<file path="src/sv/lre_pkg.sv">
`timescale 1ns / 1ps
// Package: shared types, constants and character decode for the letter RSA core.
package lre_pkg;

  localparam int IDX_W     = 5;
  localparam int CHAR_W    = 8;
  localparam int CFG_IDX_W = 1;

  localparam logic [CFG_IDX_W-1:0] CFG_MODULUS  = 1'b0;
  localparam logic [CFG_IDX_W-1:0] CFG_EXPONENT = 1'b1;

  localparam logic [63:0] RESET_MODULUS  = 64'd28692529;
  localparam logic [63:0] RESET_EXPONENT = 64'd97;

  localparam logic [CHAR_W-1:0] CH_SPACE   = 8'h20;
  localparam logic [CHAR_W-1:0] CH_HASH    = 8'h23;
  localparam logic [CHAR_W-1:0] CH_UP_A    = 8'h41;
  localparam logic [CHAR_W-1:0] CH_UP_N    = 8'h4E;
  localparam logic [CHAR_W-1:0] CH_UP_O    = 8'h4F;
  localparam logic [CHAR_W-1:0] CH_UP_Z    = 8'h5A;
  localparam logic [CHAR_W-1:0] CH_LO_A    = 8'h61;
  localparam logic [CHAR_W-1:0] CH_LO_Z    = 8'h7A;
  localparam logic [CHAR_W-1:0] CASE_DELTA = 8'h20;

  localparam logic [IDX_W-1:0] IDX_ENYE = 5'd14;
  localparam logic [IDX_W-1:0] IDX_O    = 5'd15;

  typedef enum logic [1:0] {
    CK_SPACE,
    CK_BAD,
    CK_LETTER
  } char_kind_t;

  typedef struct packed {
    char_kind_t       kind;
    logic [IDX_W-1:0] idx;
  } char_info_t;

  typedef enum logic [3:0] {
    PS_IDLE,
    PS_BASE_GO,
    PS_BASE_WAIT,
    PS_SQR_GO,
    PS_SQR_WAIT,
    PS_MUL_GO,
    PS_MUL_WAIT,
    PS_NEXT,
    PS_FIN
  } pow_state_t;

  function automatic char_info_t lre_decode(input logic [CHAR_W-1:0] c);
    logic [CHAR_W-1:0] u;
    logic [CHAR_W-1:0] d;
    char_info_t        info;
    u = c;
    if (c >= CH_LO_A && c <= CH_LO_Z) begin
      u = c - CASE_DELTA;
    end
    info.kind = CK_BAD;
    info.idx  = '0;
    if (c == CH_SPACE) begin
      info.kind = CK_SPACE;
    end else if (u >= CH_UP_A && u <= CH_UP_N) begin
      d         = u - CH_UP_A;
      info.kind = CK_LETTER;
      info.idx  = d[IDX_W-1:0];
    end else if (u == CH_HASH) begin
      info.kind = CK_LETTER;
      info.idx  = IDX_ENYE;
    end else if (u >= CH_UP_O && u <= CH_UP_Z) begin
      d         = u - CH_UP_O;
      info.kind = CK_LETTER;
      info.idx  = d[IDX_W-1:0] + IDX_O;
    end
    return info;
  endfunction

endpackage

</file>
<file path="src/sv/lre_chan_if.sv">
`timescale 1ns / 1ps
// Interfaces: request channels for text bytes and cipher results.
interface lre_in_if;
  logic       valid;
  logic       ready;
  logic [7:0] char_code;

  modport source (output valid, output char_code, input ready);
  modport sink (input valid, input char_code, output ready);
endinterface

interface lre_out_if #(
  parameter int MOD_BITS = 25
);
  logic                valid;
  logic                ready;
  logic [MOD_BITS-1:0] cipher_value;
  logic                bad_char;

  modport source (output valid, output cipher_value, output bad_char, input ready);
  modport sink (input valid, input cipher_value, input bad_char, output ready);
endinterface

</file>
<file path="src/sv/lre_modmul.sv">
`timescale 1ns / 1ps
// Bit-serial modular multiplier: one multiplier bit per cycle, MSB first.
module lre_modmul #(
  parameter int MOD_BITS = 25
) (
  input  logic                clk,
  input  logic                rst_n,
  input  logic                start,
  input  logic [MOD_BITS-1:0] a,
  input  logic [MOD_BITS-1:0] b,
  input  logic [MOD_BITS-1:0] m,
  output logic                done,
  output logic [MOD_BITS-1:0] prod
);

  localparam int CNT_W = $clog2(MOD_BITS + 1);
  localparam int SUM_W = MOD_BITS + 2;

  logic [MOD_BITS-1:0] a_r;
  logic [MOD_BITS-1:0] b_r;
  logic [MOD_BITS-1:0] acc_r;
  logic [MOD_BITS-1:0] acc_nxt;
  logic [CNT_W-1:0]    cnt_r;
  logic                busy_r;
  logic                done_r;

  logic [SUM_W-1:0] sum;
  logic [SUM_W:0]   d1;
  logic [SUM_W:0]   d2;

  always_comb begin
    sum = {1'b0, acc_r, 1'b0} + (b_r[MOD_BITS-1] ? {2'b00, a_r} : {SUM_W{1'b0}});
    d1  = {1'b0, sum} - {3'b000, m};
    d2  = {1'b0, sum} - {2'b00, m, 1'b0};
    if (!d2[SUM_W]) begin
      acc_nxt = d2[MOD_BITS-1:0];
    end else if (!d1[SUM_W]) begin
      acc_nxt = d1[MOD_BITS-1:0];
    end else begin
      acc_nxt = sum[MOD_BITS-1:0];
    end
  end

  always_ff @(posedge clk) begin
    if (!rst_n) begin
      busy_r <= 1'b0;
      done_r <= 1'b0;
      cnt_r  <= '0;
    end else begin
      done_r <= 1'b0;
      if (start) begin
        busy_r <= 1'b1;
        cnt_r  <= CNT_W'(MOD_BITS);
      end else if (busy_r) begin
        cnt_r <= cnt_r - CNT_W'(1);
        if (cnt_r == CNT_W'(1)) begin
          busy_r <= 1'b0;
          done_r <= 1'b1;
        end
      end
    end
  end

  always_ff @(posedge clk) begin
    if (start) begin
      a_r   <= a;
      b_r   <= b;
      acc_r <= '0;
    end else if (busy_r) begin
      acc_r <= acc_nxt;
      b_r   <= {b_r[MOD_BITS-2:0], 1'b0};
    end
  end

  assign done = done_r;
  assign prod = acc_r;

endmodule

</file>
<file path="src/sv/lre_powseq.sv">
`timescale 1ns / 1ps
// Square-and-multiply sequencer over the exponent bits, driving the serial multiplier.
module lre_powseq #(
  parameter int MOD_BITS = 25
) (
  input  logic                       clk,
  input  logic                       rst_n,
  input  logic                       start,
  input  logic [lre_pkg::IDX_W-1:0]  idx,
  input  logic [MOD_BITS-1:0]        exp_val,
  input  logic [MOD_BITS-1:0]        m,
  output logic                       done,
  output logic [MOD_BITS-1:0]        result
);

  import lre_pkg::*;

  localparam int CNT_W = $clog2(MOD_BITS + 1);

  pow_state_t          state_r;
  pow_state_t          state_nxt;
  logic [MOD_BITS-1:0] e_r;
  logic [CNT_W-1:0]    ecnt_r;
  logic [MOD_BITS-1:0] base_r;
  logic [MOD_BITS-1:0] r_r;

  logic                mm_start;
  logic [MOD_BITS-1:0] mm_a;
  logic [MOD_BITS-1:0] mm_b;
  logic                mm_done;
  logic [MOD_BITS-1:0] mm_prod;

  lre_modmul #(
    .MOD_BITS (MOD_BITS)
  ) u_modmul (
    .clk   (clk),
    .rst_n (rst_n),
    .start (mm_start),
    .a     (mm_a),
    .b     (mm_b),
    .m     (m),
    .done  (mm_done),
    .prod  (mm_prod)
  );

  always_comb begin
    state_nxt = state_r;
    unique case (state_r)
      PS_IDLE: begin
        if (start) state_nxt = PS_BASE_GO;
      end
      PS_BASE_GO:   state_nxt = PS_BASE_WAIT;
      PS_BASE_WAIT: begin
        if (mm_done) state_nxt = PS_SQR_GO;
      end
      PS_SQR_GO:    state_nxt = PS_SQR_WAIT;
      PS_SQR_WAIT: begin
        if (mm_done) state_nxt = e_r[MOD_BITS-1] ? PS_MUL_GO : PS_NEXT;
      end
      PS_MUL_GO:    state_nxt = PS_MUL_WAIT;
      PS_MUL_WAIT: begin
        if (mm_done) state_nxt = PS_NEXT;
      end
      PS_NEXT:      state_nxt = (ecnt_r == CNT_W'(1)) ? PS_FIN : PS_SQR_GO;
      PS_FIN:       state_nxt = PS_IDLE;
      default:      state_nxt = PS_IDLE;
    endcase
  end

  always_comb begin
    mm_start = 1'b0;
    mm_a     = r_r;
    mm_b     = base_r;
    done     = 1'b0;
    unique case (state_r)
      PS_BASE_GO: begin
        mm_start = 1'b1;
        mm_a     = MOD_BITS'(1);
        mm_b     = base_r;
      end
      PS_SQR_GO: begin
        mm_start = 1'b1;
        mm_b     = r_r;
      end
      PS_MUL_GO: begin
        mm_start = 1'b1;
      end
      PS_FIN: begin
        done = 1'b1;
      end
      default: begin
        mm_start = 1'b0;
      end
    endcase
  end

  always_ff @(posedge clk) begin
    if (!rst_n) begin
      state_r <= PS_IDLE;
    end else begin
      state_r <= state_nxt;
    end
  end

  always_ff @(posedge clk) begin
    case (state_r)
      PS_IDLE: begin
        if (start) begin
          e_r    <= exp_val;
          ecnt_r <= CNT_W'(MOD_BITS);
          base_r <= MOD_BITS'(idx);
        end
      end
      PS_BASE_WAIT: begin
        if (mm_done) begin
          base_r <= mm_prod;
          r_r    <= MOD_BITS'(1);
        end
      end
      PS_SQR_WAIT, PS_MUL_WAIT: begin
        if (mm_done) r_r <= mm_prod;
      end
      PS_NEXT: begin
        e_r    <= {e_r[MOD_BITS-2:0], 1'b0};
        ecnt_r <= ecnt_r - CNT_W'(1);
      end
      default: begin
        e_r <= e_r;
      end
    endcase
  end

  assign result = r_r;

endmodule

</file>
<file path="src/sv/letter_rsa_encrypt_core.sv">
`timescale 1ns / 1ps
// Top level: letter decode, key registers, RSA exponentiation and result register.
// Path: a bad byte or a modulus below two is answered with zero through the result register, with no exponentiation;
//   a letter runs one base multiply, then a square per exponent bit and a multiply per set exponent bit,
//   each a bit-serial modular multiply, before its result is loaded into the result register.
// Throughput: one item at a time; a space is accepted while idle and gives no result.
// Reset: synchronous active-low rst_n loads modulus 28692529 and exponent 97, empties all.
module letter_rsa_encrypt_core #(
  parameter int MOD_BITS = 25
) (
  input  logic                              clk,
  input  logic                              rst_n,
  lre_in_if.sink                            in_ch,
  lre_out_if.source                         out_ch,
  input  logic                              cfg_we,
  input  logic [lre_pkg::CFG_IDX_W-1:0]     cfg_index,
  input  logic [MOD_BITS-1:0]               cfg_data
);

  import lre_pkg::*;

  logic [MOD_BITS-1:0] modulus_r;
  logic [MOD_BITS-1:0] exponent_r;

  logic                busy_r;
  logic                pend_rdy_r;
  logic                pend_bad_r;
  logic                pend_zero_r;
  logic                out_valid_r;
  logic [MOD_BITS-1:0] out_val_r;
  logic                out_bad_r;

  char_info_t          info;
  logic                in_acc;
  logic                pow_go;
  logic                pow_done;
  logic [MOD_BITS-1:0] pow_result;
  logic                out_load;

  assign info     = lre_decode(in_ch.char_code);
  assign in_ch.ready = !busy_r;
  assign in_acc   = in_ch.valid && in_ch.ready;
  assign pow_go   = in_acc && (info.kind == CK_LETTER) && (modulus_r >= MOD_BITS'(2));
  assign out_load = busy_r && pend_rdy_r && (!out_valid_r || out_ch.ready);

  lre_powseq #(
    .MOD_BITS (MOD_BITS)
  ) u_powseq (
    .clk     (clk),
    .rst_n   (rst_n),
    .start   (pow_go),
    .idx     (info.idx),
    .exp_val (exponent_r),
    .m       (modulus_r),
    .done    (pow_done),
    .result  (pow_result)
  );

  always_ff @(posedge clk) begin
    if (!rst_n) begin
      modulus_r  <= MOD_BITS'(RESET_MODULUS);
      exponent_r <= MOD_BITS'(RESET_EXPONENT);
    end else if (cfg_we) begin
      unique case (cfg_index)
        CFG_MODULUS:  modulus_r  <= cfg_data;
        CFG_EXPONENT: exponent_r <= cfg_data;
        default:      modulus_r  <= modulus_r;
      endcase
    end
  end

  always_ff @(posedge clk) begin
    if (!rst_n) begin
      busy_r      <= 1'b0;
      pend_rdy_r  <= 1'b0;
      out_valid_r <= 1'b0;
    end else begin
      if (in_acc && info.kind != CK_SPACE) begin
        busy_r     <= 1'b1;
        pend_rdy_r <= !pow_go;
      end
      if (pow_done) begin
        pend_rdy_r <= 1'b1;
      end
      if (out_load) begin
        busy_r      <= 1'b0;
        pend_rdy_r  <= 1'b0;
        out_valid_r <= 1'b1;
      end else if (out_ch.ready) begin
        out_valid_r <= 1'b0;
      end
    end
  end

  always_ff @(posedge clk) begin
    if (in_acc && info.kind != CK_SPACE) begin
      pend_bad_r  <= (info.kind == CK_BAD);
      pend_zero_r <= !pow_go;
    end
    if (out_load) begin
      out_val_r <= pend_zero_r ? '0 : pow_result;
      out_bad_r <= pend_bad_r;
    end
  end

  assign out_ch.valid        = out_valid_r;
  assign out_ch.cipher_value = out_val_r;
  assign out_ch.bad_char     = out_bad_r;

`ifndef ASSERT_OFF
  a_bad_is_zero: assert property (@(posedge clk) disable iff (!rst_n)
    out_valid_r && out_bad_r |-> out_val_r == '0)
    else $error("bad character result carries a nonzero value");

  a_done_when_waiting: assert property (@(posedge clk) disable iff (!rst_n)
    pow_done |-> busy_r && !pend_rdy_r)
    else $error("exponentiation finished with no request waiting");

  a_pend_in_busy: assert property (@(posedge clk) disable iff (!rst_n)
    pend_rdy_r |-> busy_r)
    else $error("pending result outside a busy period");

  a_accept_sets_busy: assert property (@(posedge clk) disable iff (!rst_n)
    in_acc && info.kind != CK_SPACE |=> busy_r)
    else $error("non-space request did not mark the core busy");
`endif

endmodule
</file>
<file path="src/flat_wrapper.sv">
// flat-port wrapper written by rule: the top's interface ports become plain ports
module letter_rsa_encrypt_core_flat import lre_pkg::*;
#(
  parameter int MOD_BITS = 25
)
  (clk, rst_n, cfg_we, cfg_index, cfg_data, in_ch_valid, in_ch_char_code, in_ch_ready, out_ch_valid, out_ch_cipher_value, out_ch_bad_char, out_ch_ready);
  lre_in_if in_ch_i ();
  lre_out_if #(.MOD_BITS(MOD_BITS)) out_ch_i ();
  input  logic clk;
  input  logic rst_n;
  input  logic cfg_we;
  input  logic [lre_pkg::CFG_IDX_W-1:0] cfg_index;
  input  logic [MOD_BITS-1:0] cfg_data;
  input wire logic [$bits(in_ch_i.valid)-1:0] in_ch_valid;
  input wire logic [$bits(in_ch_i.char_code)-1:0] in_ch_char_code;
  output wire logic [$bits(in_ch_i.ready)-1:0] in_ch_ready;
  output wire logic [$bits(out_ch_i.valid)-1:0] out_ch_valid;
  output wire logic [$bits(out_ch_i.cipher_value)-1:0] out_ch_cipher_value;
  output wire logic [$bits(out_ch_i.bad_char)-1:0] out_ch_bad_char;
  input wire logic [$bits(out_ch_i.ready)-1:0] out_ch_ready;
  assign in_ch_i.valid = in_ch_valid;
  assign in_ch_i.char_code = in_ch_char_code;
  assign in_ch_ready = in_ch_i.ready;
  assign out_ch_valid = out_ch_i.valid;
  assign out_ch_cipher_value = out_ch_i.cipher_value;
  assign out_ch_bad_char = out_ch_i.bad_char;
  assign out_ch_i.ready = out_ch_ready;
  letter_rsa_encrypt_core #(.MOD_BITS(MOD_BITS)) u_core (.clk(clk), .rst_n(rst_n), .in_ch(in_ch_i), .out_ch(out_ch_i), .cfg_we(cfg_we), .cfg_index(cfg_index), .cfg_data(cfg_data));
endmodule
</file>
<file path="config.mk">
export PLATFORM = sky130hd
export DESIGN_NAME = letter_rsa_encrypt_core_flat
export DESIGN_NICKNAME = d
export VERILOG_FILES = /design/src/sv/lre_pkg.sv /design/src/sv/lre_chan_if.sv /design/src/sv/lre_modmul.sv /design/src/sv/lre_powseq.sv /design/src/sv/letter_rsa_encrypt_core.sv /design/src/flat_wrapper.sv
export SDC_FILE = /design/constraint.sdc
export NUM_CORES = 1
export LEC_CHECK = 0
export CAP_MARGIN = 20
export CORE_MARGIN = 1.5
export CORE_UTILIZATION = 40
export CTS_CLUSTER_DIAMETER = 40
export DETAILED_ROUTE_END_ITERATION = 10
export DONT_BUFFER_PORTS = 1
export RECOVER_POWER = 100
export SYNTH_ARGS = -nofsm -noshare
export SYNTH_HDL_FRONTEND = slang
export SYNTH_SLANG_ARGS = --single-unit
</file>
<file path="constraint.sdc">
create_clock -name clk -period 9.5 [get_ports clk]
set_clock_uncertainty 0.2 [all_clocks]
set_input_delay 0.95 -clock clk [delete_from_list [all_inputs] [get_ports clk]]
set_output_delay 0.95 -clock clk [all_outputs]
set_load 0.005 [all_outputs]
</file>
==> results_dict.tcl, run 1 <==
set metrics [dict create \
    die_w_um 193.0 \
    relSlewSlack_pct -64.53 \
    grt_setup_unrepaired "no" \
    start_util_pct 40.61 \
    drive_above_1_share_pct 6.307 \
    cts_buffers 37 \
    path_class "flop to flop" \
    ys_seq_area_share_pct 45.18 \
    nFillCells 3400 \
    synthDistinctLibCells 74 \
    post_drt_wl_per_cell_um 18.40 \
    fin_tns_setup_ns 0 \
    clock.fmax_ghz 0.1569 \
    syn_avg_cell_area_sq_um 9.585 \
    yosysTopAreaCell "edfxtp_1" \
    synth_flop_cell "edfxtp_1" \
    drtIter0Drc 870 \
    netlist_instances 1507 \
    cts_hold_buffers 0 \
    p_total_uw 4513 \
    cts_tree "yes" \
    cp_data_arrival_time_ns 6.62 \
    diodes 0 \
    critPathRequiredTime_ns 9.75 \
    routed_wl_mm 36.49 \
    setup_violations 0 \
    clock-root-buffer "clkbuf_16" \
    grt_max_degree 61 \
    grt_pass1_wl_mm 58.35 \
    grt_pass1_vias 10530 \
    final.min_clock_period_ns 6.374 \
    syn_nets 1633 \
    finalHoldViolations 0 \
    power_density_nw_per_um2 280.7 \
    drt_drc_violations_left 0 \
    drv_slew 120 \
    p_leak_uw 0.006170 \
    clock_latency_ns 0.54 \
    clockBufferDepth 3 \
    synth_edf_count 158 \
    grt_usage_pct 19.98 \
    end_kind "flop" \
    post_cts.repair.setup_buffers 0 \
    clock-sinks 247 \
    start_kind "flop" \
    antenna_found_initial 0 \
    row_count 69 \
    routabilityCongestion 0.9295 \
    cp_max_fo 25 \
    area.growth.synth_to_final_pct 11.33 \
    yosys-top-cells-area "edfxtp_1 (33%), dfxtp_1 (12%), ha_1 (7.3%), nand2_1 (6.5%), mux2i_1 (3.2%)" \
    syn_area_sq_um 14450 \
    synth_most_common_cell "nand2_1" \
    nNetsFinal 1619 \
    synth-seq-cells 247 \
    ant_nets 0 \
    synth.top_cells.by_count "nand2_1 (250), edfxtp_1 (158), dfxtp_1 (89)" \
    ys_warn_count 0 \
    h-tree-depth 2 \
    maxCapViolCount 3 \
    yosysTopAreaCellShare_pct 32.85 \
    coreArea_sq_um 35570 \
    cts-resized-gates 0 \
    worst_slew_pin_slew_ns 2.468 \
    first_pass_iters 5 \
    violations "capacitance limit, slew limit" \
    holdPathStages 2 \
    cts.clk_slew.worst_paths_ns 0.06 \
    ys_async_sr_fraction_pct 0 \
    portBuffers 0 \
    die_area_sq_um 37260 \
    layout.cells.non_filler 1983 \
    worstHoldPathType "flop to flop" \
    via_count 11090 \
    outcome "complete, but fails checks" \
    io_pins 67 \
    dp_hpwl_mm 26.98 \
    r2r_cells 19 \
    dp.cells 1915 \
    grt-ovfl-total 0 \
    fin_crit_sh_pct 67.09 \
    vdd_drop_max_uv 163.6 \
    avgViaCountPerCell 5.594 \
    rrSetupSlack_ns 3.13 \
    die_y_um 193.0 \
]
## where the power goes
| part | switching, uW | internal [uW] |
|---|---|---|
| registers | 86.4 | 1210 |
| logic | 1110 | 716 |
| clock network | 541 | 846 |
| total | 1740 | 2770 |
## final cells by class
type	count	area, sq um	area share (%)
repair buffers	18	86.33	0.5368
clock inverters	30	334.1	2.077
multi-input cells	1131	7411	46.08
inverters	58	217.7	1.354
clock buffers	38	929.6	5.781
well taps	461	576.8	3.587
flip-flops and latches	247	6526	40.58
## registers in the layout, summed over array words and instances (netlist names), 25 cells and up
| name | cells |
|---|---|
| u_core.u_powseq.result | 25 |
| u_core.out_ch.cipher_value | 25 |
| u_core.u_powseq.u_modmul.a_r | 25 |
| u_core.u_powseq.u_modmul.b_r | 25 |
| u_core.u_powseq.e_r | 25 |
| u_core.u_powseq.u_modmul.prod | 25 |
| u_core.exponent_r | 25 |
| u_core.u_powseq.base_r | 25 |
| u_core.modulus_r | 25 |
## cell usage in the layout (no fill, tap or decap), drive strengths merged, types with 6 or more instances in the layout
| master | Yosys | final |
|---|---|---|
| nand2 | 250 | 250 |
| edfxtp | 158 | 158 |
| dfxtp | 89 | 89 |
| ha | 84 | 84 |
| o21ai | 82 | 82 |
| a21oi | 70 | 70 |
| nor2b | 70 | 70 |
| inv | 57 | 68 |
| and2 | 58 | 58 |
| nor2 | 56 | 56 |
| clkbuf | 62 | 51 |
| mux2i | 46 | 46 |
| xnor2 | 39 | 39 |
| a21boi | 39 | 39 |
| and3 | 34 | 34 |
| o211ai | 28 | 28 |
| a21o | 27 | 27 |
| nand3 | 24 | 24 |
| xor2 | 22 | 22 |
| nor3 | 18 | 18 |
| nand2b | 16 | 16 |
| o21a | 13 | 13 |
| a32oi | 13 | 13 |
| a211oi | 13 | 13 |
| clkinv | 1 | 13 |
| nor4 | 12 | 12 |
| a211o | 10 | 10 |
| a31oi | 10 | 10 |
| or2 | 8 | 8 |
| o22ai | 8 | 8 |
| o31ai | 7 | 7 |
| or3 | 6 | 6 |
| nor4b | 6 | 6 |
## worst paths after layout
check | startpoint | endpoint
worst min-delay path | u_core.exponent_r[15]$_SDFFE_PN0P_ | u_core.exponent_r[15]$_SDFFE_PN0P_
worst max-delay path | u_core.u_powseq.u_modmul.b_r[24]$_DFFE_PP_ | u_core.u_powseq.u_modmul.prod[16]$_SDFFE_PN0P_
worst min register to register | u_core.exponent_r[15]$_SDFFE_PN0P_ | u_core.exponent_r[15]$_SDFFE_PN0P_
worst max register to register | u_core.u_powseq.u_modmul.b_r[24]$_DFFE_PP_ | u_core.u_powseq.u_modmul.prod[16]$_SDFFE_PN0P_
## critical path: stages (launching register included)
cell and delay [ns]:
edfxtp_1 0.63, and2_1 0.25, ha_1 0.20, fa_1 0.42
a211oi_1 0.33, o211ai_1 0.17, and2_1 0.23, a31o_2 0.27
a31o_2 0.27, xnor2_1 0.39, ha_1 0.37, and3_1 0.22
a221oi_1 0.28, o21a_1 0.19, o21ai_0 0.15, nor2_1 0.16
o31ai_1 0.13, a211oi_1 0.48, nand2_1 0.56, o31ai_1 0.36
## through the flow
step	util (%)	setup slack, ns	instance area (sq um)	hold slack [ns]
3_3_place_gp	41.80	3.379	14870	0.2409
6_report	45.21	3.126	16080	0.2624
3_5_place_dp	41.92	3.152	14910	0.2520
2_1_floorplan	-	4.445	14450	0.2003
5_1_grt	45.21	2.750	16080	0.2721
4_1_cts	45.47	3.137	16170	0.2572
## layer usage
metal  GRT usage, %  wire length, um
met5              0                0
met4          5.592              892
met3          3.638             2066
met2          30.95            15980
met1          28.49            17550
## logic make-up after synthesis
family	count (synthesis)	share of synthesized area [%]
flip-flops	247	45.18
adder cells (fa/ha/maj)	87	7.692
multiplexers	47	3.265
AND/OR/NAND/NOR	570	19.31
buffers and inverters	129	3.629
AO/OA/AOI/OAI	366	17.23
XOR/XNOR	61	3.699
(Power assumes the default switching activity.)
==> run 2: changes to the inputs <==
==> constraint.sdc (replaced) <==
create_clock -name clk -period 5.6 [get_ports clk]
set_clock_uncertainty 0.2 [all_clocks]
set_input_delay 0.56 -clock clk [delete_from_list [all_inputs] [get_ports clk]]
set_output_delay 0.56 -clock clk [all_outputs]
set_load 0.005 [all_outputs]
==> results_dict.tcl, run 2 (same netlist as run 1, synthesis figures left out) <==
set metrics [dict create \
    outcome "complete, but fails checks" \
    violations "capacitance limit, slew limit" \
    dp.cells 1928 \
    cts_buffers 39 \
    min_from "out_ch_ready" \
    cp_max_fo 6 \
    drive_above_1_share_pct 7.908 \
    diodes 0 \
    ant_nets 0 \
    die_area_sq_um 37260 \
    fin_crit_sh_pct 96.54 \
    antenna_found_initial 0 \
    row_count 69 \
    layout_commonest_cell "nand2_1" \
    end_kind "flop" \
    start_util_pct 40.61 \
    worst_slew_pin_slew_ns 1.966 \
    setup_violations 0 \
    clock.fmax_ghz 0.1850 \
    regArea_sq_um 6526 \
    dp_hpwl_mm 27.05 \
    cts.clk_slew.worst_paths_ns 0.05 \
    vdd_drop_max_uv 339.2 \
    die_w_um 193.0 \
    r2r-start "u_core.u_powseq.u_modmul.b_r[24]$_DFFE_PP_" \
    critPathRequiredTime_ns 5.85 \
    crit_path_start "u_core.u_powseq.u_modmul.b_r[24]$_DFFE_PP_" \
    grt_usage_pct 20.44 \
    first_pass_iters 7 \
    nNetsFinal 1666 \
    layout.cells.non_filler 2029 \
    p_leak_uw 0.006376 \
    place_area_sq_um 15000 \
    avgViaCountPerCell 5.509 \
    die_y_um 193.0 \
    dr.max_layer_used "met4" \
    finalHoldViolations 0 \
    fin_tns_setup_ns 0 \
    clock-root-buffer "clkbuf_16" \
    area.growth.synth_to_final_pct 14.43 \
    multi_input_area_sq_um 7468 \
    routabilityCongestion 0.8998 \
    relSlewSlack_pct -31.04 \
    p_total_uw 7732 \
    io_pins 67 \
    nFillCells 3358 \
    maxCapViolCount 5 \
    via_count 11180 \
    coreArea_sq_um 35570 \
    cts_tree "yes" \
    grt-ovfl-total 0 \
    worstHoldPathType "input pin to flop" \
    fin_util_pct 46.47 \
    drtIter0Drc 790 \
    wl_met3_mm 1.797 \
    final.min_clock_period_ns 5.406 \
    start_kind "flop" \
    grt_pass1_vias 10700 \
    grt_pass1_wl_mm 59.37 \
    drt_drc_violations_left 0 \
    stdcell_area_sq_um 16530 \
    cp_data_arrival_time_ns 5.65 \
    clock-sinks 247 \
    clock_latency_ns 0.54 \
    portBuffers 0 \
    drv_slew 154 \
    routed_wl_mm 37.30 \
    power_density_nw_per_um2 467.8 \
    wl_met1_mm 17.96 \
    path_class "flop to flop" \
    wl_met2_mm 16.70 \
    h-tree-depth 2 \
    grt_max_degree 60 \
    clockBufferDepth 3 \
    mostFrequentLayoutCells "nand2_1 (250), edfxtp_1 (158), dfxtp_1 (89)" \
    post_drt_wl_per_cell_um 18.38 \
]
## run 2: layout make-up
cell class                 instances  area share, %
tap                              461          3.490
timing repair buffer              61          2.967
inverter                          58          1.317
sequential                       247          39.48
multi-input combinational       1133          45.18
clock buffer                      43          6.056
clock inverter                    26          1.506
## run 2: what timing repair did
| action | in CTS | in global routing |
|---|---|---|
| hold endpoints to repair | 61 | 0 |
| gates cloned | 0 | 2 |
| setup endpoints to repair | 7 | 25 |
| resized for setup | 1 | 12 |
| hold buffers | 27 | 0 |
| pin swaps | 0 | 6 |
| buffers inserted | 0 | 2 |
## run 2: worst paths after layout
path	end	slack [ns]	depth (start not counted)
min	u_core.out_ch.valid$_SDFFE_PN0P_	0.05	2
max reg2reg	u_core.u_powseq.u_modmul.prod[24]$_SDFFE_PN0P_	0.19	20
max	u_core.u_powseq.u_modmul.prod[24]$_SDFFE_PN0P_	0.19	20
min reg2reg	u_core.out_ch.bad_char$_DFFE_PP_	0.26	0
## run 2: report_power, final
| group | internal [uW] | switching (uW) |
|---|---|---|
| Sequential | 2060 | 139 |
| Clock | 1410 | 900 |
| Combinational | 1300 | 1930 |
| Total | 4760 | 2970 |
## run 2: layer usage
metal	track usage, %	vias to the layer above
met4	6.243	0
met2	31.60	267
met1	28.98	5351
met5	0	-
li1	-	5512
met3	3.765	47
## run 2: through the flow
| step | hold WS, ns | worst slack (ns) |
|---|---|---|
| after floorplan | 0.2003 | 0.5449 |
| after global placement | 0.2410 | 0.07889 |
| after detailed placement | 0.2393 | -0.04913 |
| after CTS | 0.03150 | 0.01911 |
| after global routing | 0.05424 | -0.005106 |
| final | 0.05348 | 0.1940 |
## run 2: worst max-delay path: stages (launching register included)
cell       delay [ns]
edfxtp_1         0.41
and2_1           0.17
ha_1             0.21
fa_1             0.44
a211oi_2         0.26
o211ai_1         0.16
and2_1           0.23
a31o_2           0.27
a21o_1           0.18
a21oi_1          0.22
xnor2_2          0.20
ha_2             0.37
a21o_1           0.20
o21bai_1         0.15
a21o_1           0.18
a21oi_1          0.23
o2111ai_1        0.18
a221oi_1         0.47
nand3_1          0.17
a41oi_1          0.24
a2bb2oi_1        0.17
